<file path="src/hdl/knn_pkg.sv">
// shared types, codes and constant tables of the nearest-neighbor interpolator
`default_nettype none
package knn_pkg;

   localparam int DEF_MAX_POINTS    = 1024;
   localparam int DEF_MAX_NEIGHBORS = 16;

   localparam logic [4:0]  NC_RESET = 5'd4;
   localparam logic [15:0] DP_RESET = 16'd8192;

   localparam logic [1:0] ACT_LOAD  = 2'd0;
   localparam logic [1:0] ACT_QUERY = 2'd1;
   localparam logic [1:0] ACT_CLEAR = 2'd2;

   localparam logic [2:0] ST_DONE   = 3'd0;
   localparam logic [2:0] ST_INTERP = 3'd1;
   localparam logic [2:0] ST_HIT    = 3'd2;
   localparam logic [2:0] ST_EMPTY  = 3'd3;
   localparam logic [2:0] ST_FULL   = 3'd4;

   localparam logic [1:0] CSR_NEIGHBOR = 2'd0;
   localparam logic [1:0] CSR_POWER    = 2'd1;

   typedef struct packed {
      logic signed [31:0] x;
      logic signed [31:0] y;
      logic signed [31:0] z;
      logic signed [23:0] u;
      logic signed [23:0] v;
      logic signed [23:0] w;
   } point_type;

   typedef struct packed {
      logic valid;
      logic less;
   } cell_link_type;

   typedef logic [31:0] root_tab_type [16];

   function automatic logic [31:0] isqrt64(logic [63:0] a);
      logic [31:0] r;
      logic [31:0] t;
      r = '0;
      for (int b = 31; b >= 0; b--) begin
         t = r | (32'd1 << b);
         if ({32'd0, t} * {32'd0, t} <= a) r = t;
      end
      return r;
   endfunction

   // 2^(-2^-(j+1)) in Q0.32, each a floor of a square root of the one before
   function automatic root_tab_type make_roots();
      root_tab_type tab;
      tab[0] = isqrt64(64'h8000_0000_0000_0000);
      for (int j = 1; j < 16; j++) tab[j] = isqrt64({tab[j-1], 32'd0});
      return tab;
   endfunction

endpackage
`default_nettype wire

</file>
<file path="src/hdl/knn_div.sv">
// restoring unsigned 64-bit divider, one quotient bit a cycle
`default_nettype none
module knn_div (
   input  wire         clock,
   input  wire         reset,
   input  wire         start,
   input  wire  [63:0] num,
   input  wire  [63:0] den,
   output logic        done,
   output logic [63:0] quo
);
   import knn_pkg::*;

   logic        busy_ff, busy_in;
   logic        done_ff, done_in;
   logic [5:0]  step_ff, step_in;
   logic [63:0] q_ff, q_in;
   logic [63:0] rem_ff, rem_in;
   logic [63:0] den_ff, den_in;
   logic [64:0] rem2;
   logic [64:0] diff;

   assign done = done_ff;
   assign quo  = q_ff;

   always_comb begin
      rem2    = {rem_ff, q_ff[63]};
      diff    = rem2 - {1'b0, den_ff};
      busy_in = busy_ff;
      done_in = 1'b0;
      step_in = step_ff;
      q_in    = q_ff;
      rem_in  = rem_ff;
      den_in  = den_ff;
      if (start) begin
         busy_in = 1'b1;
         step_in = '0;
         q_in    = num;
         rem_in  = '0;
         den_in  = den;
      end else if (busy_ff) begin
         step_in = step_ff + 6'd1;
         if (!diff[64]) begin
            rem_in = diff[63:0];
            q_in   = {q_ff[62:0], 1'b1};
         end else begin
            rem_in = rem2[63:0];
            q_in   = {q_ff[62:0], 1'b0};
         end
         if (step_ff == 6'd63) begin
            busy_in = 1'b0;
            done_in = 1'b1;
         end
      end
   end

   always_ff @(posedge clock) begin
      if (reset) begin
         busy_ff <= 1'b0;
         done_ff <= 1'b0;
      end else begin
         busy_ff <= busy_in;
         done_ff <= done_in;
      end
   end

   always_ff @(posedge clock) begin
      step_ff <= step_in;
      q_ff    <= q_in;
      rem_ff  <= rem_in;
      den_ff  <= den_in;
   end

endmodule
`default_nettype wire

</file>
<file path="config.mk">
export PLATFORM = sky130hd
export DESIGN_NAME = knn_div
export DESIGN_NICKNAME = d
export VERILOG_FILES = /design/src/hdl/knn_pkg.sv /design/src/hdl/knn_div.sv
export SDC_FILE = /design/constraint.sdc
export NUM_CORES = 1
export LEC_CHECK = 0
export BUFFER_PORTS_ARGS = -buffer_cell sky130_fd_sc_hd__buf_2
export CORE_MARGIN = 1.5
export CORE_UTILIZATION = 50
export CTS_CLUSTER_SIZE = 30
export DETAILED_ROUTE_END_ITERATION = 8
export PLACE_DENSITY = 0.75
export SKIP_LAST_GASP = 1
export SLEW_MARGIN = 5
export SYNTH_ARGS = -nofsm -noshare
export SYNTH_HDL_FRONTEND = slang
export SYNTH_SLANG_ARGS = --single-unit
</file>
<file path="constraint.sdc">
create_clock -name clock -period 7 [get_ports clock]
set_clock_uncertainty 0.05 [all_clocks]
set_input_delay 0.7 -clock clock [delete_from_list [all_inputs] [get_ports clock]]
set_output_delay 0.7 -clock clock [all_outputs]
set_load 0.02 [all_outputs]
</file>
Word level (Yosys, flattened, before mapping)
Index checks and enable logic that the tools add are counted.

Output and inout bits: 65. Flip-flop bits (word level): 200.

Muxes and demuxes: 8. Reduce and logical (&&, ||, !) cells: 2. Add/sub/neg operators: 2. Eq/ne operators: 1. Bitwise logic cells: 1.

Operators with widths (count): $mux W64 (3); $sub A65 B64 Y65 (1); $add A6 B1 Y6 const B (1); $eq A6 B6 Y1 const B (1); $mux W1 (5); $reduce_or A3 Y1 (1); $reduce_bool A2 Y1 (1); $not A1 Y1 (1).

Logic depth before layout (Yosys ltp)
Depth after elaboration: 4. Mapped depth: 16. Gate-level depth less buffers: 13.

Least setup slack after synthesis
OpenSTA, ideal clock, no wires.

Path type: reg2reg. Start point: register q_ff[63], in the netlist quo[63]. End point: register rem_ff[44]. Slack: 3.686 ns. Stages on the path, launching flop included: 14. Data arrival time: 3.173 ns. Library setup time: 0.091 ns. Buffers on the path: 0. Cell sequence: edfxtp_1 inv_1 ha_1 fa_1 nand2b_1 a21o_1 nand3_1 a31oi_4 a2111oi_4 o211ai_2 nand3_2 a21oi_1 or4b_1 a311oi_1.

Cells in the longest elaborated chain, start to end: 2.

RTL lines: from (decl) (line knn_div.sv:17) `logic [63:0] q_ff, q_in;`; from (signal assigned) (line knn_div.sv:69) `q_ff <= q_in;`; $sub A65 B64 Y65 (line knn_div.sv:28) `diff = rem2 - {1'b0, den_ff};`; $mux W64 (line knn_div.sv:43) `if (!diff[64]) begin`; to (signal assigned) (line knn_div.sv:70) `rem_ff <= rem_in;`; to (decl) (line knn_div.sv:18) `logic [63:0] rem_ff, rem_in;`.

Every way passes these cells. A chain may end at the register's enable or synchronous reset.

Final worst setup path
Start point: register q_ff[63], in the netlist quo[63]. End point: register rem_ff[1].

Same word-level chain as after synthesis.

==> out/metrics.cfg <==
[setup_path]
slowest_stage=and3_2
cp-end-kind=flip-flop
startpoint_type=flip-flop
slowest_delay_ns=1.02
path_max_fanout=64
crit_family=simple AND/OR/NAND/NOR gates
crit_type=reg2reg
crit_arrival_ns=4.63
crit_buf_inv=1
crit_chain=inv_1 -> ha_1 -> fa_1 -> nand2b_1 -> a21o_1 -> nand3_1 -> a31oi_4 -> a2111oi_4 -> o211ai_2 -> nand3_2 -> and3_2 -> nor2_1 -> o311ai_0
cp.required_ns=7.28

[route]
wl_um=31000
detail-route-antenna-nets=0
via_count=10021
routed_via_density=5.86
drtPass1Iterations=5
drc=0
drt-wirelength-per-cell_um=18.1
drt_iter0_drc=680

[synth]
synth_edf_count=128
synth_commonest_cells=edfxtp_1, nor2_1, inv_1
synthesis.nets=1431
ys_warn_count=0
ys_top_cells_by_area=edfxtp_1, dfxtp_1, ha_1, mux2_2, a311oi_1
synth_cell_type_count=69
seq_area_frac_synth=0.441
yosysMostFrequentCell=edfxtp_1
syn_area_per_cell_um2=9.71
netlist_area_um2=12000
synthCells=1234
ys_ff_latch=200
synth_top_cell_area_share=0.321
ys_async_sr_fraction=0
ys.flop_type=edfxtp_1
yosys.area.top_type=edfxtp_1

[finish]
num-nets-final=1575
area_delta_synth_final_pct=14.7
multi_input_area_um2=6060
regArea_um2=5290
utilization=0.585
nFillCells=2070
drive_gt1_frac=0.227

[grt]
antenna_found_initial=1
grt_max_degree=89
grt_pass1_vias=9534
grt_pass1_wl_um=48900
track_usage=0.252
grt_overflow=0

[clock_network]
worstSkewPairLatency_ns=0.45
cts_buffers=17
clock-root-buffer=clkbuf_16
post-cts-setup-buffers=0
cts_buffer_depth=2
cts_resized=0
htreeDepth=4
cts_tree=built
cts_hold_buf=0
clkTransAtPathRegs_ns=0.09
clock_sinks=200

[floorplanning]
start_util=0.511
row_count=56
chipHeight_um=158
die_area_um2=24900
ios=196
die_w_um=158
coreArea_um2=23500

[sta]
max_freq_mhz=230
fin_ws_ns=2.66
rsz0062_at_grt=false
finalHoldViolCount=0
post-route-period-util=0.620
setup_tns_ns=0
post-route-min-period_ns=4.34
setup_viol=0
worst-slew-pin-transition_ns=1.23
drv_slew=0
slew_headroom=0.183

[power]
ir_worst_vdd_v=0.000137
p_per_area_nw_per_um2=233
power_mw=3.21
p_leak_nw=5.74

[job]
cap_violations=0

[placed_design]
io_buffers=195
gp_congestion=0.942
dp_hpwl_um=22200
pre_cts_ws_ns=2.72

[status]
status=completed

[worst_hold_path]
hp-class=in2reg

==> report_power, final <==
group	switching [mW]	total, mW	leakage [nW]	internal, mW
clock network	0.535	1.06	0.310	0.528
logic	0.436	0.719	3.57	0.283
registers	0.0576	1.42	1.86	1.36
total	1.03	3.21	5.74	2.18
==> path summary, 6_finish.rpt <==
check             start    endpoint  slack (ns)  cells after the start
max             quo[63]   rem_ff[1]        2.66                     13
min             den[54]  den_ff[54]        0.37                      1
max reg2reg     quo[63]   rem_ff[1]        2.66                     13
min reg2reg  step_ff[5]  step_ff[5]        0.44                      2
==> routing by layer <==
| layer | track usage | wire, um | up-vias |
|---|---|---|---|
| met5 | 0 | 10 | - |
| met4 | 0.0809 | 540 | 2 |
| met3 | 0.0616 | 2320 | 45 |
| met2 | 0.419 | 14700 | 378 |
| met1 | 0.322 | 13400 | 4720 |
| li1 | - | - | 4876 |
==> flip-flops by register name (all words and copies together), names as in the netlist <==
register	count
den_ff	64
quo	64
busy_ff	1
step_ff	6
rem_ff	64
done	1
==> cells in the final DEF, fill, tap and decap left out, types with 31 or more instances in the layout <==
cell	instances
a21o_1	37
a21oi_1	78
a311oi_1	47
buf_2	194
dfxtp_1	71
edfxtp_1	128
ha_1	65
inv_1	80
mux2_2	63
nand2_1	79
nand3_1	62
nor2_1	97
o21ai_0	69
xor2_1	31
==> area by class of cell <==
class,count,area share
Multi-Input combinational cell,874,0.441
Sequential cell,200,0.385
Timing Repair Buffer,203,0.0758
Clock buffer,17,0.0310
Tap cell,319,0.0290
Inverter,82,0.0224
Clock inverter,15,0.0160
Antenna cell,1,0.000182
==> through the flow <==
step	std cells	hold slack (ns)	cell area (um^2)
floorplan	1234	0.398	12000
global placement	1678	0.420	13100
detailed placement	1678	0.433	13100
CTS	1710	0.348	13700
global route	1710	0.346	13700
finish	1711	0.367	13700
==> logic make-up after synthesis <==
group           Yosys count  share of synthesized area
compound gates          364                      0.206
simple gates            322                      0.126
flops                   200                      0.441
buf+inv                 160                     0.0548
fa+ha+maj                66                     0.0695
mux                      64                     0.0600
xor+xnor                 58                     0.0424
No activity file was read; power rests on OpenSTA's default activity.
