File: config.mk
export PLATFORM = sky130hd
export DESIGN_NAME = knn_cell
export DESIGN_NICKNAME = d
export VERILOG_FILES = /design/src/hdl/knn_pkg.sv /design/src/hdl/knn_cell.sv
export SDC_FILE = /design/constraint.sdc
export NUM_CORES = 1
export LEC_CHECK = 0
export CORE_MARGIN = 3
export CORE_UTILIZATION = 30
export DETAILED_ROUTE_END_ITERATION = 10
export DONT_BUFFER_PORTS = 1
export PLACE_DENSITY_LB_ADDON = 0.08
export SYNTH_ARGS = -nofsm -noshare
export SYNTH_HDL_FRONTEND = slang
export SYNTH_SLANG_ARGS = --single-unit
File: constraint.sdc
create_clock -name clock -period 9.7 [get_ports clock]
set_input_delay 0 -clock clock [delete_from_list [all_inputs] [get_ports clock]]
set_output_delay 0 -clock clock [all_outputs]
set_load 0.005 [all_outputs]
File: src/hdl/knn_pkg.sv
// shared types, codes and constant tables of the nearest-neighbor interpolator
`default_nettype none
package knn_pkg;

   localparam int DEF_MAX_POINTS    = 1024;
   localparam int DEF_MAX_NEIGHBORS = 16;

   localparam logic [4:0]  NC_RESET = 5'd4;
   localparam logic [15:0] DP_RESET = 16'd8192;

   localparam logic [1:0] ACT_LOAD  = 2'd0;
   localparam logic [1:0] ACT_QUERY = 2'd1;
   localparam logic [1:0] ACT_CLEAR = 2'd2;

   localparam logic [2:0] ST_DONE   = 3'd0;
   localparam logic [2:0] ST_INTERP = 3'd1;
   localparam logic [2:0] ST_HIT    = 3'd2;
   localparam logic [2:0] ST_EMPTY  = 3'd3;
   localparam logic [2:0] ST_FULL   = 3'd4;

   localparam logic [1:0] CSR_NEIGHBOR = 2'd0;
   localparam logic [1:0] CSR_POWER    = 2'd1;

   typedef struct packed {
      logic signed [31:0] x;
      logic signed [31:0] y;
      logic signed [31:0] z;
      logic signed [23:0] u;
      logic signed [23:0] v;
      logic signed [23:0] w;
   } point_type;

   typedef struct packed {
      logic valid;
      logic less;
   } cell_link_type;

   typedef logic [31:0] root_tab_type [16];

   function automatic logic [31:0] isqrt64(logic [63:0] a);
      logic [31:0] r;
      logic [31:0] t;
      r = '0;
      for (int b = 31; b >= 0; b--) begin
         t = r | (32'd1 << b);
         if ({32'd0, t} * {32'd0, t} <= a) r = t;
      end
      return r;
   endfunction

   // 2^(-2^-(j+1)) in Q0.32, each a floor of a square root of the one before
   function automatic root_tab_type make_roots();
      root_tab_type tab;
      tab[0] = isqrt64(64'h8000_0000_0000_0000);
      for (int j = 1; j < 16; j++) tab[j] = isqrt64({tab[j-1], 32'd0});
      return tab;
   endfunction

endpackage
`default_nettype wire

File: src/hdl/knn_cell.sv
// one slot of the sorted nearest-neighbor chain
`default_nettype none
module knn_cell #(
   parameter int IW = 10
) (
   input  wire                       clock,
   input  wire                       reset,
   input  wire                       clear,
   input  wire                       enable,
   input  wire                       insert,
   input  wire                       shift,
   input  wire  [63:0]               new_dist,
   input  wire  [IW-1:0]             new_idx,
   input  knn_pkg::cell_link_type    prev_link,
   input  wire  [63:0]               prev_dist,
   input  wire  [IW-1:0]             prev_idx,
   input  wire                       next_valid,
   input  wire  [63:0]               next_dist,
   input  wire  [IW-1:0]             next_idx,
   output knn_pkg::cell_link_type    link,
   output logic [63:0]               slot_dist,
   output logic [IW-1:0]             idx
);
   import knn_pkg::*;

   logic          valid_ff, valid_in;
   logic [63:0]   dist_ff, dist_in;
   logic [IW-1:0] idx_ff, idx_in;
   logic          less;

   // an empty slot counts as farther than anything; ties keep the older point
   assign less       = enable && (!valid_ff || new_dist < dist_ff);
   assign link.valid = valid_ff;
   assign link.less  = less;
   assign slot_dist  = dist_ff;
   assign idx        = idx_ff;

   always_comb begin
      valid_in = valid_ff;
      dist_in  = dist_ff;
      idx_in   = idx_ff;
      if (clear) begin
         valid_in = 1'b0;
      end else if (insert && less) begin
         if (prev_link.less) begin
            valid_in = prev_link.valid;
            dist_in  = prev_dist;
            idx_in   = prev_idx;
         end else begin
            valid_in = 1'b1;
            dist_in  = new_dist;
            idx_in   = new_idx;
         end
      end else if (shift) begin
         valid_in = next_valid;
         dist_in  = next_dist;
         idx_in   = next_idx;
      end
   end

   always_ff @(posedge clock) begin
      if (reset) valid_ff <= 1'b0;
      else valid_ff <= valid_in;
   end

   always_ff @(posedge clock) begin
      dist_ff <= dist_in;
      idx_ff  <= idx_in;
   end

endmodule
`default_nettype wire

[Word level (Yosys, flattened, before mapping)]
Cells that the tools add are included.
Storage, ports and cells
  bits of input ports: 231
  bits in registers: 75
  logic and storage cells: 21
  output and inout port bits: 76
Operators by class
  bitwise operators: 1
  mux-type cells: 9
  reduce and logical (&&, ||, !) cells: 7
  magnitude comparators: 1
Operators with widths (count)
  $mux 64: 3
  $lt 64x64->1: 1
  $mux 10: 3
  $mux 1: 3
  $logic_and 1x1->1: 2
  $reduce_and 2->1: 1
  $reduce_bool 2->1: 1
  $reduce_or 2->1: 1
  $logic_not 1->1: 1
  $logic_or 1x1->1: 1
  $not 1->1: 1

[Logic depth before layout (Yosys ltp)]
  word-level depth: 6
  gate-level depth with buffers: 12
  mapped depth without buffers: 9

[Least setup slack after synthesis]
Ideal clock, no wire load.
  path type: reg-to-reg
  from: register dist_ff[47], in the netlist slot_dist[47]
  to: register idx_ff[0], in the netlist idx[0] (enable)
  data required time: 9102 ps
  cell stages (with the launch flop): 11
  arrival: 6996 ps
  slack: 2106 ps
  buffers on the path: 1
  period minus slack after synthesis: 7594 ps
  library setup time: 598 ps
  cell sequence: edfxtp_1 > inv_1 > ha_1 > a21oi_1 > o21ai_0 > a22o_1 > o41ai_1 > o211a_1 > buf_2 > a21oi_1 > nor3_1
On the way
  cells in the longest elaborated chain, start to end: 6
RTL lines
  from (decl): RTL line knn_cell.sv:27  | logic [63:0] dist_ff, dist_in;
  from (signal assigned): RTL line knn_cell.sv:67  | dist_ff <= dist_in;
  $lt 64x64->1: RTL line knn_cell.sv:32  | assign less = enable && (!valid_ff || new_dist < dist_ff);
  $logic_or 1x1->1: RTL line knn_cell.sv:32
  $logic_and 1x1->1: RTL line knn_cell.sv:32
  $logic_and 1x1->1: RTL line knn_cell.sv:44  | end else if (insert && less) begin
  $reduce_bool 2->1 (no source line)
  $reduce_and 2->1 (no source line)
  to (signal assigned): RTL line knn_cell.sv:68  | idx_ff <= idx_in;
  to (decl): RTL line knn_cell.sv:28  | logic [IW-1:0] idx_ff, idx_in;
No other way between the ends.
A chain may end at the register's enable or synchronous reset.

[Final worst setup path]
  from: register dist_ff[51], in the netlist slot_dist[51]
  to: register valid_ff
On the way
  cells in the longest elaborated chain, start to end: 5
  elaborated cells on any way between the ends: 6
  classes of those cells: order compare: 1; mux: 1; reduce/logical: 4
RTL lines
  $lt 64x64->1 (*): RTL line knn_cell.sv:32
  $logic_or 1x1->1 (*): RTL line knn_cell.sv:32
  $logic_and 1x1->1 (*): RTL line knn_cell.sv:32
  $logic_and 1x1->1 (*): RTL line knn_cell.sv:44
  $mux 1 / $reduce_bool 2->1 (equally long branches)
  to (signal assigned): RTL line knn_cell.sv:63  | else valid_ff <= valid_in;
  to (decl): RTL line knn_cell.sv:26  | logic valid_ff, valid_in;
Mark *: on every way between the ends. The rest lies on a longest branch, timed or not.

==> insert_results.sql <==
INSERT INTO impl_metrics (metric_group, metric, value, unit) VALUES
('synth', 'synth_common_cells', '86 x nand2_1, 86 x nand4_1, 78 x nand3_1', ''),
('global_routing', 'grt_overflow_total', '0', ''),
('timing', 'final.min_clock_period', '4.86', 'ns'),
('detailed_routing', 'detailedRoute.firstIterationViolations', '840', ''),
('floorplan', 'floorplan.core_area', '23900', 'um^2'),
('clock_network', 'tritoncts', 'built', ''),
('finish', 'final-instance-count-excl-fill', '1183', ''),
('setup_path', 'critical_path.slowest_cell', 'nor4b_1', ''),
('placed_design', 'gpl.final_weighted_congestion', '0.817', ''),
('clock_network', 'clkLatencyLatePin', '0.34', 'ns'),
('synth', 'cell_type_with_the_highest_aggregate_area_in_the_netlist', 'edfxtp_1', ''),
('pwr', 'maximum_resistive_drop_on_vdd', '0.0742', 'mV'),
('synth', 'synth-edff-count', '74', ''),
('synth', 'synthCells', '835', ''),
('timing', 'worst-slew-pin-transition', '1.18', 'ns'),
('synth', 'synth-seq-area-share', '0.302', ''),
('clock_network', 'cts-root-to-sink-buffers', '2', ''),
('synth', 'synth_async_sr_flop_share', '0', ''),
('hold_path', 'worstHoldPathType', 'input pin to register', ''),
('placed_design', 'placedInstanceArea', '7600', 'um^2'),
('synth', 'ys_top_cells_by_area', 'edfxtp_1 30%, mux2_2 11%, ha_1 11%', ''),
('setup_path', 'worst-path-buf-inv', '3', ''),
('setup_path', 'path_max_fanout', '41', ''),
('setup_path', 'critical_path.top_delay_family', 'simple AND/OR/NAND/NOR gates', ''),
('clock_network', 'clk_transition_reported_paths', '0.07', 'ns'),
('floorplan', 'boundaryPins', '307', ''),
('timing', 'setup_tns', '0', 'ns'),
('timing', 'clock_skew', '0.0109', 'ns'),
('synth', 'yosys_register_bits', '75', ''),
('detailed_routing', 'vias_after_detailed_routing', '7194', ''),
('clock_network', 'cts_num_sinks', '75', ''),
('finish', 'seq_area', '2240', 'um^2'),
('timing', 'fmax', '206', 'MHz'),
('timing', 'final_hold_viol_count', '0', ''),
('clock_network', 'post_cts_sizing_count', '0', ''),
('detailed_routing', 'wl_per_cell', '23.4', 'um'),
('finish', 'layout_net_count', '1152', ''),
('floorplan', 'num_rows', '56', ''),
('timing', 'worst_case_headroom_to_the_max_slew_limit', '0.200', ''),
('timing', 'max_slew_vio_count', '0', ''),
('setup_path', 'path_class', 'register to register', ''),
('synth', 'synth.lib_cells_used.distinct', '42', ''),
('finish', 'layout-area-overhead-vs-synth', '17.2', '%'),
('status', 'status', 'complete, no violations', ''),
('setup_path', 'worst_stage_delay_on_the_critical_path', '1.04', 'ns'),
('clock_network', 'cts-hold-fix-buffers', '78', ''),
('finish', 'final_area', '8700', 'um^2'),
('detailed_routing', 'first_pass_iters', '8', ''),
('clock_network', 'cts_setup_buffers', '0', ''),
('synth', 'mappedNetlistNets', '1129', ''),
('global_routing', 'grt_max_degree', '79', ''),
('clock_network', 'cts.htree.levels', '3', ''),
('timing', 'period_share', '0.501', ''),
('detailed_routing', 'route.final.wire_length', '27.7', 'mm'),
('flow_run', 'max_cap_violations', '0', ''),
('finish', 'final_layout_size_suffix_gt1_frac', '0.123', ''),
('pwr', 'power_per_cell_area', '121', 'nW/um^2'),
('synth', 'syn_area_cell', '8.89', 'um^2'),
('finish', 'num-fill-cells', '2418', ''),
('global_routing', 'grt_pass1_vias', '7086', ''),
('setup_path', 'critPathMostFrequentCell', 'nand4_1', ''),
('clock_network', 'cts_made_buffers', '9', ''),
('synth', 'synthFlopType', 'edfxtp_1', ''),
('global_routing', 'grt_pass1_wl', '40.9', 'mm'),
('synth', 'synth.cell_area', '7430', 'um^2'),
('finish', 'multi_input_comb_area', '4640', 'um^2'),
('pwr', 'post-layout-total-power', '1.06', 'mW'),
('setup_path', 'critical_path_required', '9.98', 'ns'),
('detailed_routing', 'routed_via_density', '6.08', ''),
('timing', 'setup_violations', '0', ''),
('synth', 'yosys_warnings', '0', '');
[kinds of logic (layout without fill, tap and decap cells)]
family,after synthesis,after routing,share of synthesized area
simple gates,349,349,0.251
fa+ha+maj,63,63,0.106
buf+inv,142,170,0.0783
compound gates,132,132,0.151
flops,75,75,0.302
other cells,0,1,0
mux,74,74,0.112
[worst paths after layout]
kind,from,endpoint,cells after the start
setup / recovery,slot_dist[51],valid_ff,11
hold / removal,next_dist[62],slot_dist[62],3
setup reg to reg,slot_dist[51],valid_ff,11
hold reg to reg,valid_ff,idx[5],3
[tightest hold or removal path, cell delays in order]
cell and delay, ns:
and2_1 0.13, nand2_1 0.05, nand3_1 0.07
[flip-flops by register name, indices dropped and copies added, names as in the netlist]
name and flops:
slot_dist 64, idx 10, valid_ff 1
[area by class of cell]
type / count / area share
Inverter: 67 / 0.0289
Clock inverter: 6 / 0.0104
Sequential cell: 75 / 0.258
Tap cell: 319 / 0.0459
Multi-Input combinational cell: 618 / 0.533
Antenna cell: 1 / 0.000288
Clock buffer: 10 / 0.0263
Timing Repair Buffer: 87 / 0.0975
[metal layers]
layer | vias up | GRT usage | part of all wire | routed length, um
met5 | - | 0 | 0 | 0
met4 | 0 | 0.0588 | 0.022 | 607
met3 | 38 | 0.0502 | 0.10 | 2780
met2 | 407 | 0.327 | 0.48 | 13300
met1 | 3417 | 0.252 | 0.40 | 11000
li1 | 3332 | - | - | -
[layout by cell type (no fill, tap or decap), drive strengths merged, types with 3 or more instances in the layout]
master,netlist,layout
o21ai,9,9
inv,67,67
nand2b,3,3
mux2,74,74
dlygate4sd3,0,78
nand3,78,78
clkbuf,57,10
ha,63,63
and2,76,76
a21oi,23,23
buf,18,9
and4,3,3
clkinv,0,3
nand2,86,86
nor2,5,5
nor3,5,5
nand4,86,86
a21o,8,8
edfxtp,74,74
a222oi,74,74
[where the power goes]
part           internal, mW  total [mW]  switching (mW)
Sequential            0.391       0.412          0.0209
Clock                 0.226       0.374           0.147
Combinational         0.122       0.271           0.149
[metrics by stage]
step / setup slack, ns / hold WS, ns
after floorplan: 2.11 / 0.169
after global placement: 5.40 / 0.130
after detailed placement: 5.33 / 0.122
after CTS: 4.80 / 0.000405
after global routing: 4.56 / 0.0177
final: 4.84 / 0.0169
(Power assumes the default switching activity.)
