### src/hdl/knn_pkg.sv
// shared types, codes and constant tables of the nearest-neighbor interpolator
`default_nettype none
package knn_pkg;

   localparam int DEF_MAX_POINTS    = 1024;
   localparam int DEF_MAX_NEIGHBORS = 16;

   localparam logic [4:0]  NC_RESET = 5'd4;
   localparam logic [15:0] DP_RESET = 16'd8192;

   localparam logic [1:0] ACT_LOAD  = 2'd0;
   localparam logic [1:0] ACT_QUERY = 2'd1;
   localparam logic [1:0] ACT_CLEAR = 2'd2;

   localparam logic [2:0] ST_DONE   = 3'd0;
   localparam logic [2:0] ST_INTERP = 3'd1;
   localparam logic [2:0] ST_HIT    = 3'd2;
   localparam logic [2:0] ST_EMPTY  = 3'd3;
   localparam logic [2:0] ST_FULL   = 3'd4;

   localparam logic [1:0] CSR_NEIGHBOR = 2'd0;
   localparam logic [1:0] CSR_POWER    = 2'd1;

   typedef struct packed {
      logic signed [31:0] x;
      logic signed [31:0] y;
      logic signed [31:0] z;
      logic signed [23:0] u;
      logic signed [23:0] v;
      logic signed [23:0] w;
   } point_type;

   typedef struct packed {
      logic valid;
      logic less;
   } cell_link_type;

   typedef logic [31:0] root_tab_type [16];

   function automatic logic [31:0] isqrt64(logic [63:0] a);
      logic [31:0] r;
      logic [31:0] t;
      r = '0;
      for (int b = 31; b >= 0; b--) begin
         t = r | (32'd1 << b);
         if ({32'd0, t} * {32'd0, t} <= a) r = t;
      end
      return r;
   endfunction

   // 2^(-2^-(j+1)) in Q0.32, each a floor of a square root of the one before
   function automatic root_tab_type make_roots();
      root_tab_type tab;
      tab[0] = isqrt64(64'h8000_0000_0000_0000);
      for (int j = 1; j < 16; j++) tab[j] = isqrt64({tab[j-1], 32'd0});
      return tab;
   endfunction

endpackage
`default_nettype wire

### src/hdl/knn_log2.sv
// iterative log2 in Q6.16: six normalize steps, then sixteen squarings
`default_nettype none
module knn_log2 (
   input  wire         clock,
   input  wire         reset,
   input  wire         start,
   input  wire  [63:0] value,
   output logic        done,
   output logic [21:0] result
);
   import knn_pkg::*;

   localparam logic [4:0] LAST_NORM = 5'd5;
   localparam logic [4:0] LAST_STEP = 5'd21;

   logic        busy_ff, busy_in;
   logic        done_ff, done_in;
   logic [4:0]  step_ff, step_in;
   logic [63:0] norm_ff, norm_in;
   logic [5:0]  msb_ff, msb_in;
   logic [31:0] m_ff, m_in;
   logic [15:0] frac_ff, frac_in;

   logic [6:0]  sh;
   logic [63:0] top_mask;
   logic        top_zero;
   logic [63:0] norm_nx;
   logic [63:0] prod;
   logic [32:0] sq;

   assign done   = done_ff;
   assign result = {msb_ff, frac_ff};

   always_comb begin
      sh       = 7'd32 >> step_ff[2:0];
      top_mask = ~({64{1'b1}} >> sh);
      top_zero = (norm_ff & top_mask) == 64'd0;
      norm_nx  = top_zero ? (norm_ff << sh) : norm_ff;
      prod     = {32'd0, m_ff} * {32'd0, m_ff};
      sq       = prod[63:31];

      busy_in = busy_ff;
      done_in = 1'b0;
      step_in = step_ff;
      norm_in = norm_ff;
      msb_in  = msb_ff;
      m_in    = m_ff;
      frac_in = frac_ff;
      if (start) begin
         busy_in = 1'b1;
         step_in = '0;
         norm_in = value;
         msb_in  = 6'd63;
         frac_in = '0;
      end else if (busy_ff) begin
         step_in = step_ff + 5'd1;
         if (step_ff <= LAST_NORM) begin
            norm_in = norm_nx;
            if (top_zero) msb_in = msb_ff - sh[5:0];
            m_in = norm_nx[63:32];
         end else begin
            // a square at or above two gives a one bit and halves the mantissa
            if (sq[32]) begin
               frac_in = {frac_ff[14:0], 1'b1};
               m_in    = sq[32:1];
            end else begin
               frac_in = {frac_ff[14:0], 1'b0};
               m_in    = sq[31:0];
            end
            if (step_ff == LAST_STEP) begin
               busy_in = 1'b0;
               done_in = 1'b1;
            end
         end
      end
   end

   always_ff @(posedge clock) begin
      if (reset) begin
         busy_ff <= 1'b0;
         done_ff <= 1'b0;
      end else begin
         busy_ff <= busy_in;
         done_ff <= done_in;
      end
   end

   always_ff @(posedge clock) begin
      step_ff <= step_in;
      norm_ff <= norm_in;
      msb_ff  <= msb_in;
      m_ff    <= m_in;
      frac_ff <= frac_in;
   end

endmodule
`default_nettype wire

### config.mk
export PLATFORM = sky130hd
export DESIGN_NAME = knn_log2
export DESIGN_NICKNAME = d
export VERILOG_FILES = /design/src/hdl/knn_pkg.sv /design/src/hdl/knn_log2.sv
export SDC_FILE = /design/constraint.sdc
export NUM_CORES = 2
export LEC_CHECK = 0
export BUFFER_PORTS_ARGS = -buffer_cell sky130_fd_sc_hd__buf_2
export CORE_UTILIZATION = 30
export DETAILED_ROUTE_END_ITERATION = 12
export GPL_TIMING_DRIVEN = 1
export SLEW_MARGIN = 20
export SYNTH_ARGS = -nofsm -noshare
export SYNTH_HDL_FRONTEND = slang
export SYNTH_SLANG_ARGS = --single-unit
### constraint.sdc
create_clock -name clock -period 14.3 [get_ports clock]
set_input_delay 2.86 -clock clock [delete_from_list [all_inputs] [get_ports clock]]
set_output_delay 2.86 -clock clock [all_outputs]
set_load 0.02 [all_outputs]
Word-level counts from Yosys, hierarchy flattened
Index checks and enable logic that the tools add are counted.
{ "totals": {"register_bits": 125, "latch_bits": 0, "ram_bits": 0, "romBits": 0, "word_cells": 43, "mem_count": 0} }
{ "op_classes": {"addsub": 2, "mul": 1, "div": 0, "order_cmp": 1, "n_eq_ne": 1, "n_shift": 3, "muxes": 12, "bitwise_logic": 5, "n_reduce_logical": 10} }
{ "op_table": {"columns": ["operator", "n"], "rows": [
  ["two-way mux 64 bit", 4],
  ["bitwise AND 64 bit", 1],
  ["zero test 64 bit", 1],
  ["multiplier 32 x 32 -> 64 bit", 1],
  ["two-way mux 32 bit", 2],
  ["inverter 64 bit", 1],
  ["left shift 64 x 7 -> 64 bit", 1],
  ["right shift 64 x 7 -> 64 bit, first input constant", 1],
  ["right shift 6 x 3 -> 7 bit, first input constant", 1],
  ["two-way mux 1 bit", 6],
  ["AND reduction 2 bit", 3],
  ["AND reduction 3 bit", 2],
  ["nonzero test 2 bit", 3],
  ["subtractor 6 bit", 1],
  ["adder 5 x 1 -> 5 bit, second input constant", 1],
  ["== test 5 bit, second input constant", 1],
  ["less-or-equal comparator 5 x 3 -> 1 bit, second input constant", 1],
  ["OR reduction 4 bit", 1],
  ["inverter 1 bit", 3]
]} }

Logic depth before layout (Yosys ltp)
{ "depth": {"word_depth": 9, "depth_mapped": 31, "ltp_nobuf": 26} }

Worst setup path before layout
Ideal clock, no wire load.
{ "synth_timing": {"kind": "reg2reg", "from": "register m_ff[5]", "to": "register m_ff[24] (data pin)", "setup_time_ps": 261, "t_arrival_ps": 7682, "required_time_ps": 14039, "setup_slack_ps": 6357, "path_stages_with_launch": 28, "n_path_buf": 3, "path_cell_list": "edfxtp_1 -> clkbuf_1 -> clkbuf_1 -> nand2_1 -> fa_1 -> inv_1 -> fa_1 -> fa_1 -> inv_1 -> fa_1 -> inv_1 -> fa_1 -> fa_1 -> fa_1 -> inv_1 -> fa_1 -> inv_1 -> ha_1 -> a21oi_1 -> a21boi_1 -> o221ai_1 -> or3b_1 -> o31ai_2 -> nand3_1 -> and3_4 -> or2_1 -> buf_2 -> a221o_1"} }
{ "synth_via": {"elab_chain_len": 3} }
{ "synth_lines": {"columns": ["element", "line_no", "rtl"], "rows": [
  ["from (decl)", "knn_log2.sv:21", "logic [31:0] m_ff, m_in;"],
  ["from (signal assigned)", "knn_log2.sv:92", "m_ff <= m_in;"],
  ["multiplier 32 x 32 -> 64 bit", "knn_log2.sv:39", "prod = {32'd0, m_ff} * {32'd0, m_ff};"],
  ["two-way mux 32 bit", "knn_log2.sv:63", "if (sq[32]) begin"],
  ["two-way mux 32 bit", "knn_log2.sv:57", "if (step_ff <= LAST_NORM) begin"]
]} }
No other way between the ends.
A chain may end at the register's enable or synchronous reset.

Worst setup path after layout
{ "layout_timing": {"from": "register m_ff[16]", "to": "register m_ff[13] (data pin)"} }
The elaborated chain is that of the path after synthesis.

==> metrics.csv <==
metric;value;unit
htree_levels;4;
die_h;364;um
path_clk_slew;0.06;ns
grt.overflow.total;0;
netlist_top_cells_count;995 x inv_1, 792 x fa_1, 435 x nand2_1;
reg2reg_slack;4.98;ns
max_freq;0.107;GHz
place_ws;5.07;ns
ys_ff_latch;125;
endpoint_kind;flop;
fin_crit;9.32;ns
portBuffers;89;
ioPinCount;90;
use_met1;23.9;%
final_max_slew_viol_count;0;
cts_tree;yes;
timing.setup.critical_path_class;reg -> reg;
diodes;0;
grt_first_pass_wirelength;181000;um
crit_required;14.58;ns
cp.arrival;9.60;ns
fin_skew;0.0106;ns
fin_setup_tns;0;ns
tightest_slew;1.01;ns
synthTopCellsByArea;fa_1 40%, ha_1 9.8%, inv_1 9.5%, edfxtp_1 7.3%, nand2_1 4.2%;
cts_setup_buffers;0;
cp.depth;23;
yosysSeqAreaShare;8.82;%
root_buffer;clkbuf_16;
reg2reg_depth;23;
dp_cells;5823;
cp_max_fo;27;
cts_made_buffers;17;
syn_area_per_cell;9.48;um^2
track_usage;17.7;%
fp.dieArea;0.132;mm^2
rr_endpoint;m_ff[13]$_DFFE_PP_;
cap_violations;0;
cpMostUsedCell;fa_1;
start_kind;flop;
synth_area;0.0392;mm^2
synth_top_cell_area_share;40.4;%
yosys_warnings;0;
max_stage_delay;0.68;ns
met3_usage;2.92;%
drc;0;
gp_congestion;0.939;
core_area;0.130;mm^2
vias;29200;
holdBufCountCts;0;
drt-pass1-iter-count;10;
r2r-start;m_ff[16]$_DFFE_PP_;
finalCritPeriodShare;65.2;%
syn_inst;4142;
busiest_layer;met2;
status;finished, final reports clean;
stdcell_count;5855;
hp-class;reg -> reg;
cts.sinks;125;
clk_path_buf_depth;2;
drive_gt1_share;7.17;%
synth_cell_types;99;
setup.worst_path.end;m_ff[13]$_DFFE_PP_;
rows;132;
syn_to_final_growth;7.01;%
final_nets;5267;
grt_antenna_before_repair;4;
synth_nets;5309;
die_w;364;um
finalHoldViolations;0;
fin_ws;4.98;ns
routed_wl;114000;um
crit_buf_inv;4;
met2_usage;29.8;%
via_per_inst;4.99;
detail-route-antenna-nets;0;
grt_max_degree;71;
rsz0062_at_grt;no;
synth_ff_type;edfxtp_1;
startpoint;m_ff[16]$_DFFE_PP_;
dp_hpwl;90600;um
synth_most_common_cell;inv_1;
slowest_stage;a32oi_1;
slew_headroom;32.3;%
grt_pass1_vias;31100;
routedWlPerCell;19.5;um
synth_edf_count;96;
drt_iter0_drc;2355;
crit_chain;buf_4 -> inv_1 -> nor2_1 -> fa_1 -> fa_1 -> inv_1 -> fa_1 -> fa_1 -> inv_1 -> fa_1 -> fa_1 -> fa_1 -> fa_1 -> ha_1 -> and3_1 -> and4_1 -> a32oi_1 -> nand4_1 -> o21ai_0 -> o21ai_0 -> xor2_1 -> or4b_1 -> o221ai_1;
critPathTopFamily;adder cells;
initial_core_util;30.3;%
async_flop_share;0;%
finalSetupViolCount;0;
clk_latency;0.45;ns
cts_resized;0;
synth_top_area_cell;fa_1;
==> sequential cells by signal (all words and copies together), names as in the netlist <==
signal	flops
frac_ff	16
norm_ff	64
busy_ff	1
msb_ff	6
m_ff	32
done	1
step_ff	5
==> worst reg2reg max path: stages (launching register included) <==
cell	delay [ns]
edfxtp_1	0.32
buf_4	0.40
inv_1	0.36
nor2_1	0.32
fa_1	0.49
fa_1	0.54
inv_1	0.05
fa_1	0.45
fa_1	0.55
inv_1	0.06
fa_1	0.44
fa_1	0.54
fa_1	0.43
fa_1	0.49
ha_1	0.37
and3_1	0.24
and4_1	0.34
a32oi_1	0.68
nand4_1	0.40
o21ai_0	0.59
o21ai_0	0.22
xor2_1	0.34
or4b_1	0.46
o221ai_1	0.08
==> worst min path at each step <==
stage | cells past startpoint | start | end | slack [ns]
after CTS | 2 | frac_ff[15]$_SDFFE_PP0P_ | frac_ff[15]$_SDFFE_PP0P_ | 0.46
after floorplan | 2 | step_ff[4]$_SDFFE_PP0P_ | done$_SDFF_PP0_ | 0.49
after detailed placement | 2 | frac_ff[15]$_SDFFE_PP0P_ | frac_ff[15]$_SDFFE_PP0P_ | 0.45
after global placement | 2 | frac_ff[15]$_SDFFE_PP0P_ | frac_ff[15]$_SDFFE_PP0P_ | 0.44
after global routing | 2 | frac_ff[15]$_SDFFE_PP0P_ | frac_ff[15]$_SDFFE_PP0P_ | 0.48
final | 2 | frac_ff[15]$_SDFFE_PP0P_ | frac_ff[15]$_SDFFE_PP0P_ | 0.46
==> per-stage QoR <==
stage | util, % | hold slack (ns) | cell area [um^2]
after global routing | 32.4 | 0.479 | 42000
after floorplan | - | 0.492 | 39200
after global placement | 31.9 | 0.442 | 41400
after detailed placement | 31.9 | 0.447 | 41400
after CTS | 32.4 | 0.456 | 42000
final | 32.4 | 0.456 | 42000
==> placed cells by master (no fill, tap or decap), types with 82 or more instances in the layout <==
cell	synthesis	routed
inv_1	995	994
fa_1	792	792
nand2_1	435	435
ha_1	308	308
and2_1	241	241
a21oi_1	120	119
o21ai_0	117	117
nor2_1	99	99
edfxtp_1	96	96
buf_2	31	88
mux2i_1	82	82
==> layout make-up <==
class / count / area (um^2)
fillers: 13400 / 87600
multi-input cells: 2814 / 31200
inverters: 999 / 3750
flip-flops and latches: 125 / 3460
well taps: 1742 / 2180
repair buffers: 143 / 853
clock buffers: 17 / 425
clock inverters: 15 / 170
==> per-layer routing <==
layer | up-vias | part of all wire (%)
met1 | 14900 | 42
met4 | 4 | 2.0
li1 | 13000 | -
met3 | 161 | 7.8
met2 | 1153 | 48
met5 | - | 0.024
==> logic make-up after synthesis <==
| group | share of synthesized area, % |
|---|---|
| adder cells (fa/ha/maj) | 50.2 |
| buffers and inverters | 11.8 |
| flip-flops | 8.82 |
| AO/OA/AOI/OAI | 9.05 |
| XOR/XNOR | 1.74 |
| multiplexers | 6.85 |
| AND/OR/NAND/NOR | 11.5 |
Power is left out: the tool's default activity adds up to more than one toggle a clock period on the data nets, which glitch-free logic cannot reach.
