===== src/hdl/knn_pkg.sv =====
// shared types, codes and constant tables of the nearest-neighbor interpolator
`default_nettype none
package knn_pkg;

   localparam int DEF_MAX_POINTS    = 1024;
   localparam int DEF_MAX_NEIGHBORS = 16;

   localparam logic [4:0]  NC_RESET = 5'd4;
   localparam logic [15:0] DP_RESET = 16'd8192;

   localparam logic [1:0] ACT_LOAD  = 2'd0;
   localparam logic [1:0] ACT_QUERY = 2'd1;
   localparam logic [1:0] ACT_CLEAR = 2'd2;

   localparam logic [2:0] ST_DONE   = 3'd0;
   localparam logic [2:0] ST_INTERP = 3'd1;
   localparam logic [2:0] ST_HIT    = 3'd2;
   localparam logic [2:0] ST_EMPTY  = 3'd3;
   localparam logic [2:0] ST_FULL   = 3'd4;

   localparam logic [1:0] CSR_NEIGHBOR = 2'd0;
   localparam logic [1:0] CSR_POWER    = 2'd1;

   typedef struct packed {
      logic signed [31:0] x;
      logic signed [31:0] y;
      logic signed [31:0] z;
      logic signed [23:0] u;
      logic signed [23:0] v;
      logic signed [23:0] w;
   } point_type;

   typedef struct packed {
      logic valid;
      logic less;
   } cell_link_type;

   typedef logic [31:0] root_tab_type [16];

   function automatic logic [31:0] isqrt64(logic [63:0] a);
      logic [31:0] r;
      logic [31:0] t;
      r = '0;
      for (int b = 31; b >= 0; b--) begin
         t = r | (32'd1 << b);
         if ({32'd0, t} * {32'd0, t} <= a) r = t;
      end
      return r;
   endfunction

   // 2^(-2^-(j+1)) in Q0.32, each a floor of a square root of the one before
   function automatic root_tab_type make_roots();
      root_tab_type tab;
      tab[0] = isqrt64(64'h8000_0000_0000_0000);
      for (int j = 1; j < 16; j++) tab[j] = isqrt64({tab[j-1], 32'd0});
      return tab;
   endfunction

endpackage
`default_nettype wire


===== src/hdl/knn_exp2.sv =====
// iterative 2^-e in Q1.31: one root multiply per fraction bit, then a shift
`default_nettype none
module knn_exp2 (
   input  wire         clock,
   input  wire         reset,
   input  wire         start,
   input  wire  [24:0] expo,
   output logic        done,
   output logic [31:0] weight
);
   import knn_pkg::*;

   localparam root_tab_type ROOTS = make_roots();
   localparam logic [4:0] SHIFT_STEP = 5'd16;

   logic        busy_ff, busy_in;
   logic        done_ff, done_in;
   logic [4:0]  step_ff, step_in;
   logic [15:0] f_ff, f_in;
   logic [8:0]  n_ff, n_in;
   logic [31:0] r_ff, r_in;
   logic [31:0] w_ff, w_in;
   logic [63:0] prod;

   assign done   = done_ff;
   assign weight = w_ff;

   always_comb begin
      prod    = {32'd0, r_ff} * {32'd0, ROOTS[step_ff[3:0]]};
      busy_in = busy_ff;
      done_in = 1'b0;
      step_in = step_ff;
      f_in    = f_ff;
      n_in    = n_ff;
      r_in    = r_ff;
      w_in    = w_ff;
      if (start) begin
         busy_in = 1'b1;
         step_in = '0;
         f_in    = expo[15:0];
         n_in    = expo[24:16];
         r_in    = 32'h8000_0000;
      end else if (busy_ff) begin
         step_in = step_ff + 5'd1;
         if (step_ff == SHIFT_STEP) begin
            w_in    = (n_ff >= 9'd32) ? 32'd0 : (r_ff >> n_ff[4:0]);
            busy_in = 1'b0;
            done_in = 1'b1;
         end else if (f_ff[~step_ff[3:0]]) begin
            r_in = prod[63:32];
         end
      end
   end

   always_ff @(posedge clock) begin
      if (reset) begin
         busy_ff <= 1'b0;
         done_ff <= 1'b0;
      end else begin
         busy_ff <= busy_in;
         done_ff <= done_in;
      end
   end

   always_ff @(posedge clock) begin
      step_ff <= step_in;
      f_ff    <= f_in;
      n_ff    <= n_in;
      r_ff    <= r_in;
      w_ff    <= w_in;
   end

endmodule
`default_nettype wire


===== config.mk =====
export PLATFORM = sky130hd
export DESIGN_NAME = knn_exp2
export DESIGN_NICKNAME = d
export VERILOG_FILES = /design/src/hdl/knn_pkg.sv /design/src/hdl/knn_exp2.sv
export SDC_FILE = /design/constraint.sdc
export NUM_CORES = 2
export LEC_CHECK = 0
export BUFFER_PORTS_ARGS = -buffer_cell sky130_fd_sc_hd__buf_2
export CORE_UTILIZATION = 35
export CTS_CLUSTER_SIZE = 24
export DETAILED_ROUTE_END_ITERATION = 16
export SETUP_SLACK_MARGIN = 0.05
export SYNTH_ARGS = -nofsm -noshare
export SYNTH_HDL_FRONTEND = slang
export SYNTH_SLANG_ARGS = --single-unit

===== constraint.sdc =====
create_clock -name clock -period 10.4 [get_ports clock]
set_clock_uncertainty 0.15 [all_clocks]
set_input_delay 0.52 -clock clock [delete_from_list [all_inputs] [get_ports clock]]
set_output_delay 0.52 -clock clock [all_outputs]
set_load 0.01 [all_outputs]

Word-level counts from Yosys, hierarchy flattened
Memory sizes are Yosys's and may differ from the RTL's.
Index checks and enable logic that the tools add are counted.
{ "totals": {"romBits": 512, "in_bits": 28, "register_bits": 96, "elab_cells": 31, "n_memories": 1} }
{ "classes": {"shifts": 1, "n_addsub": 1, "mul": 1, "n_lt_le_gt_ge": 3, "n_bitwise": 5, "n_reduce_logical": 3, "muxes": 8, "eq_ne": 1} }
{ "mem_list": {"columns": ["memory", "words", "width", "rd", "rd_ports_with_merged_regs", "write_ports", "line", "text"], "rows": [
  ["(no name shown)", 16, 32, 1, 0, 0, "knn_exp2.sv:29", "prod = {32'd0, r_ff} * {32'd0, ROOTS[step_ff[3:0]]};"]
]} }
{ "op_table": {"columns": ["cell", "n"], "rows": [
  ["$mul 32x32->64", 1],
  ["$mux 32", 2],
  ["$shr 32x5->32", 1],
  ["$ge 9x6->1 const B", 1],
  ["$reduce_and 3->1", 2],
  ["$add 5x1->5 const B", 1],
  ["$eq 5x5->1 const B", 1],
  ["$ge 5x5->1 const B", 1],
  ["$lt 4x5->1 const B", 1],
  ["$mux 1", 5],
  ["$not 4->5", 1],
  ["$bmux 1 s4", 1],
  ["$not 4->4", 1],
  ["$not 1->1", 3],
  ["$reduce_or 3->1", 1]
]} }

Depth between registers and ports, before layout
{ "depth": {"depth_word": 5, "ltp_mapped": 36} }

Least setup slack after synthesis
No wires, ideal clock.
{ "synth_timing": {"path_kind": "register -> register", "from": "register step_ff[1]", "to": "register r_ff[25]", "t_arrival_ps": 8856, "path_slack_ps": 1332, "stages_incl_launch_ff": 35, "n_path_buf": 4, "required_time_ps": 10188, "setup_ps": 62, "cell_sequence": "dfxtp_1 buf_2 clkbuf_1 inv_1 ha_1 or2_2 clkbuf_1 nand2_1 o21ai_1 nand2_1 clkbuf_1 and2_1 fa_1 fa_1 inv_1 fa_1 fa_1 inv_1 fa_1 fa_1 fa_1 inv_1 fa_1 inv_1 ha_1 a21o_1 a21o_1 a21oi_1 o21ai_0 nor3_1 nand3_1 a221oi_2 o21ai_1 a311o_1 nand3_1"} }
{ "synth_via": {"elab_chain_cells": 5, "elab_cells_between_ends": 11} }
{ "synth_lines": {"columns": ["element", "line", "text"], "rows": [
  ["start: declaration", "knn_exp2.sv:18", "logic [4:0] step_ff, step_in;"],
  ["start signal: assignment", "knn_exp2.sv:66", "step_ff <= step_in;"],
  ["$not 4->5 (implied by the code)", "knn_exp2.sv:29", null],
  ["$mem_v2 16x32", null, null],
  ["$mux 32 (implied by the code) (2 in series)", "knn_exp2.sv:29", null],
  ["$mul 32x32->64", "knn_exp2.sv:29", null],
  ["end signal: assignment", "knn_exp2.sv:69", "r_ff <= r_in;"],
  ["end: declaration", "knn_exp2.sv:21", "logic [31:0] r_ff, r_in;"]
]} }
Several ways; a longest one is shown, not always the timed one. The select of a mux whose other input is x is not followed.
A chain may end at the register's enable or synchronous reset.

Worst setup path after layout
{ "layout_timing": {"from": "register step_ff[2]", "to": "register r_ff[30]"} }
Same word-level chain as after synthesis.

==> results.md <==
Run status:
- The flow ran to the end, but the final reports show violations.
- The final reports fail on capacitance limit, slew limit.

Timing:
- The final total negative setup slack is 0 ps.
- The number of failing setup endpoints in the final timing report is 0.
- The number of pins exceeding their max-slew limit in the final report was 11.
- Setup repair after global routing left no endpoint under its margin.
- The number of hold violations in the final report came to 0.
- The worst slew slack as a fraction of its limit is -4.198%.
- At the pin with the least slew margin, the transition time is 1556 ps.
- The clock period minus final worst setup slack is 9803 ps.
- Derived from the worst setup path, the maximum achievable clock frequency is 0.1020 GHz.
- The worst path uses 94.26% of the clock period.

Detailed routing:
- The remaining number of nets flagged by the antenna check after routing is 0.
- The total number of vias is 28,470.
- Wire segments on met3 add up to 9.607 mm in the final route.
- The count of TritonRoute iterations in the first routing pass is 6.
- The final routed wirelength across all metal layers is 117.7 mm.
- The wire length on met2 is 55.53 mm.
- The number of vias per cell after detailed routing is 5.192.
- The count of unresolved DRC violations after routing is 0.
- The routed length on met1 is 47.97 mm.
- The initial DRC count is 2,492.
- The top layer reached by signal wires is met5.
- The post-detailed-route wirelength per cell is 21.47 um.

Floorplan:
- The floorplan has 120 rows.
- The initial cell density of the core is 35.40%.
- The overall die width is 331.5 um.
- The die covers 109,900 um^2.
- The die is 331.5 um tall.
- The core region is 107,400 um^2.
- The number of placed I/O pins is 61.

Global route:
- The global routing usage summed across all routing layers is 22.02%.
- The initial antenna violation count came to 5.
- The pin count of the biggest net entering global routing is 43.
- After global routing the overflow that remains totals 0.
- The global-route wire length before repair is 184.1 mm.
- The via count of the first global-routing pass came to 30,410.

Cells and area:
- Compared with the post-synthesis result, the final layout area differs by 5.927%.
- The non-filler instance count after layout is 5,483.
- The total non-filler cell area in the finished layout is 40,250 um^2.
- In the final layout, the share of cells above drive strength 1 is 6.203%.
- Fill cells in the final layout number 10,910.
- At the end of the flow the core is filled with cells to 37.49%.
- In the final design database the tool counted 5,268 nets.

Worst setup path:
- The setup path with the least slack is of type flop to flop.
- The critical path capture point type is a flop.
- Of all nets on the critical path, the largest fanout is 18.
- The required time of the critical path is 10,570 ps.
- The worst setup path is launched from a flop.
- STA puts the critical path data arrival time at 9970 ps.

Synth:
- The average size of a mapped cell is 9.148 um^2.
- The sequential share of the synthesized area is 6.559%.
- The mapped netlist covers 38,000 um^2.
- In this run, synthesis inferred 57 flip-flops with an integrated enable.
- The fraction of registers with async set or reset after synthesis is 0%.
- The synthesized netlist cell count is 4,154.
- The net count of the mapped netlist is 5,348.
- In this run, synthesis produced a sequential element count of 96.
- The number of distinct library cells after synthesis is 77.
- The most used flip-flop cell after synthesis is sky130_fd_sc_hd__edfxtp_1.
- The count of synthesis-stage warnings from yosys is 0.

Clocking:
- The clock transition at the registers of the reported paths is 80 ps.
- The tree is rooted in a sky130_fd_sc_hd__clkbuf_16.
- The CTS sink count is 96.
- The number of instances resized during post-cts repair is 0.
- The number of buffers on the longest clock path is 2.
- The H-tree was split into 3 levels.
- In this run, CTS created clock tree buffers numbering 9.
- TritonCTS built the clock tree.
- The post-CTS setup-driven buffer insertion count is 0.
- The hold-fix buffer count after cts is 0.
- The clock latency on the worst-skew pair is 390 ps.

Place:
- Once placement finished, the instance area stood at 39,940 um^2.
- Input and output buffers added on the ports amount to 60.
- The total instance count after detailed placement is 5,466.
- Routability-driven placement finished with a final weighted congestion of 0.9317.
- The HPWL after detailed placement is 91.94 mm.

Job:
- Across the run, the number of max-cap violations was 1.

Hold path:
- The tightest min-delay check is of the primary input to flop type.
-- cell families (layout without fill, tap and decap cells) --
kind of cell               count (synthesis)  in the layout  synth area share [%]
AOI/OAI and AO/OA                        364            364                 5.996
muxes                                     69             69                 2.647
other                                      0              1                     0
and+or+nand+nor                         1249           1249                 16.31
adders and majority gates               1166           1166                 56.08
xor gates and xnor gates                  32             32                0.7376
DFF                                       96             96                 6.559
buffers and inverters                   1178           1103                 11.68
-- cell usage after synthesis, types with 23 or more instances --
| library cell | n | share of area [%] |
|---|---|---|
| sky130_fd_sc_hd__edfxtp_1 | 57 | 4.5 |
| sky130_fd_sc_hd__a21oi_1 | 152 | 2.0 |
| sky130_fd_sc_hd__xnor2_1 | 23 | 0.53 |
| sky130_fd_sc_hd__and3_1 | 55 | 0.91 |
| sky130_fd_sc_hd__a21o_1 | 41 | 0.81 |
| sky130_fd_sc_hd__ha_1 | 271 | 8.9 |
| sky130_fd_sc_hd__clkbuf_1 | 243 | 2.4 |
| sky130_fd_sc_hd__mux2i_1 | 33 | 0.87 |
| sky130_fd_sc_hd__inv_1 | 915 | 9.0 |
| sky130_fd_sc_hd__nand2_1 | 523 | 5.2 |
| sky130_fd_sc_hd__o21ai_0 | 62 | 0.82 |
| sky130_fd_sc_hd__nor2_1 | 110 | 1.1 |
| sky130_fd_sc_hd__mux4_2 | 24 | 1.4 |
| sky130_fd_sc_hd__dfxtp_1 | 39 | 2.1 |
| sky130_fd_sc_hd__and2_1 | 447 | 7.4 |
| sky130_fd_sc_hd__fa_1 | 895 | 47 |
| sky130_fd_sc_hd__nand3_1 | 40 | 0.53 |
-- through the flow --
step / setup WS, ps / hold WS (ps)
2_1_floorplan: 1332 / 328.7
6_report: 597.2 / 160.7
5_1_grt: 221.3 / 148.9
3_3_place_gp: 895.6 / 315.9
4_1_cts: 841.0 / 142.5
3_5_place_dp: 885.2 / 333.9
-- per-layer routing --
metal / GRT usage, % / vias up
met2: 35.89 / 1048
li1: - / 12280
met1: 29.17 / 14940
met5: 0 / -
met3: 4.180 / 203
met4: 7.818 / 4
-- critical path, stage by stage, from the launching register on --
cell                       delay, ps
sky130_fd_sc_hd__dfxtp_1         870
sky130_fd_sc_hd__buf_4           320
sky130_fd_sc_hd__nand2_1         120
sky130_fd_sc_hd__o211ai_1        690
sky130_fd_sc_hd__buf_4           390
sky130_fd_sc_hd__and3_1          200
sky130_fd_sc_hd__fa_1            440
sky130_fd_sc_hd__fa_1            490
sky130_fd_sc_hd__fa_1            520
sky130_fd_sc_hd__inv_1            50
sky130_fd_sc_hd__fa_1            470
sky130_fd_sc_hd__inv_1            50
sky130_fd_sc_hd__fa_1            480
sky130_fd_sc_hd__fa_1            560
sky130_fd_sc_hd__fa_1            450
sky130_fd_sc_hd__fa_1            500
sky130_fd_sc_hd__ha_1            380
sky130_fd_sc_hd__a21oi_1         240
sky130_fd_sc_hd__o21ai_0         180
sky130_fd_sc_hd__a31oi_1         540
sky130_fd_sc_hd__nor2b_1         390
sky130_fd_sc_hd__a211oi_2        120
sky130_fd_sc_hd__o31ai_1         430
sky130_fd_sc_hd__nand4_1         250
sky130_fd_sc_hd__nand3_1         200
sky130_fd_sc_hd__a21boi_0        100
sky130_fd_sc_hd__o21ai_0         160
-- layout by cell type, fill, tap and decap left out, drive strengths merged, types with 8 or more instances in the layout --
cell type	n
inv	922
fa	895
nand2	523
and2	448
ha	271
buf	168
a21oi	153
nor2	110
o21ai	70
edfxtp	57
and3	55
a21o	41
nand3	40
dfxtp	39
mux2i	33
mux4	24
xnor2	23
nor3	19
nand4	19
a31oi	16
a211oi	14
mux2	12
o22ai	9
xor2	9
clkbuf	9
o211ai	8
o21bai	8
nor2b	8
-- area by class of cell --
class / instances / area [um^2] / share of cell area (%)
antenna: 1 / 2.502 / 0.006217
clock buffer: 9 / 225.2 / 0.5595
clock inverter: 7 / 87.58 / 0.2176
inverter: 919 / 3450 / 8.570
multi-input combinational: 2880 / 31130 / 77.33
sequential: 96 / 2492 / 6.192
tap: 1403 / 1755 / 4.361
timing repair buffer: 168 / 1111 / 2.760
-- flip-flops by register name, summed over array words and instances, names as in the netlist --
| signal | count |
|---|---|
| n_ff | 9 |
| step_ff | 5 |
| weight | 32 |
| done | 1 |
| f_ff | 16 |
| busy_ff | 1 |
| r_ff | 32 |
-- final timing paths --
path	start	end	slack, ps	depth (start not counted)
max	step_ff[2]	r_ff[30]	600	26
min	expo[23]	n_ff[7]	160	1
max reg2reg	step_ff[2]	r_ff[30]	600	26
min reg2reg	r_ff[0]	r_ff[0]	340	2
Power is left out: the tool's default activity adds up to more than one toggle a clock period on the data nets, which glitch-free logic cannot reach.
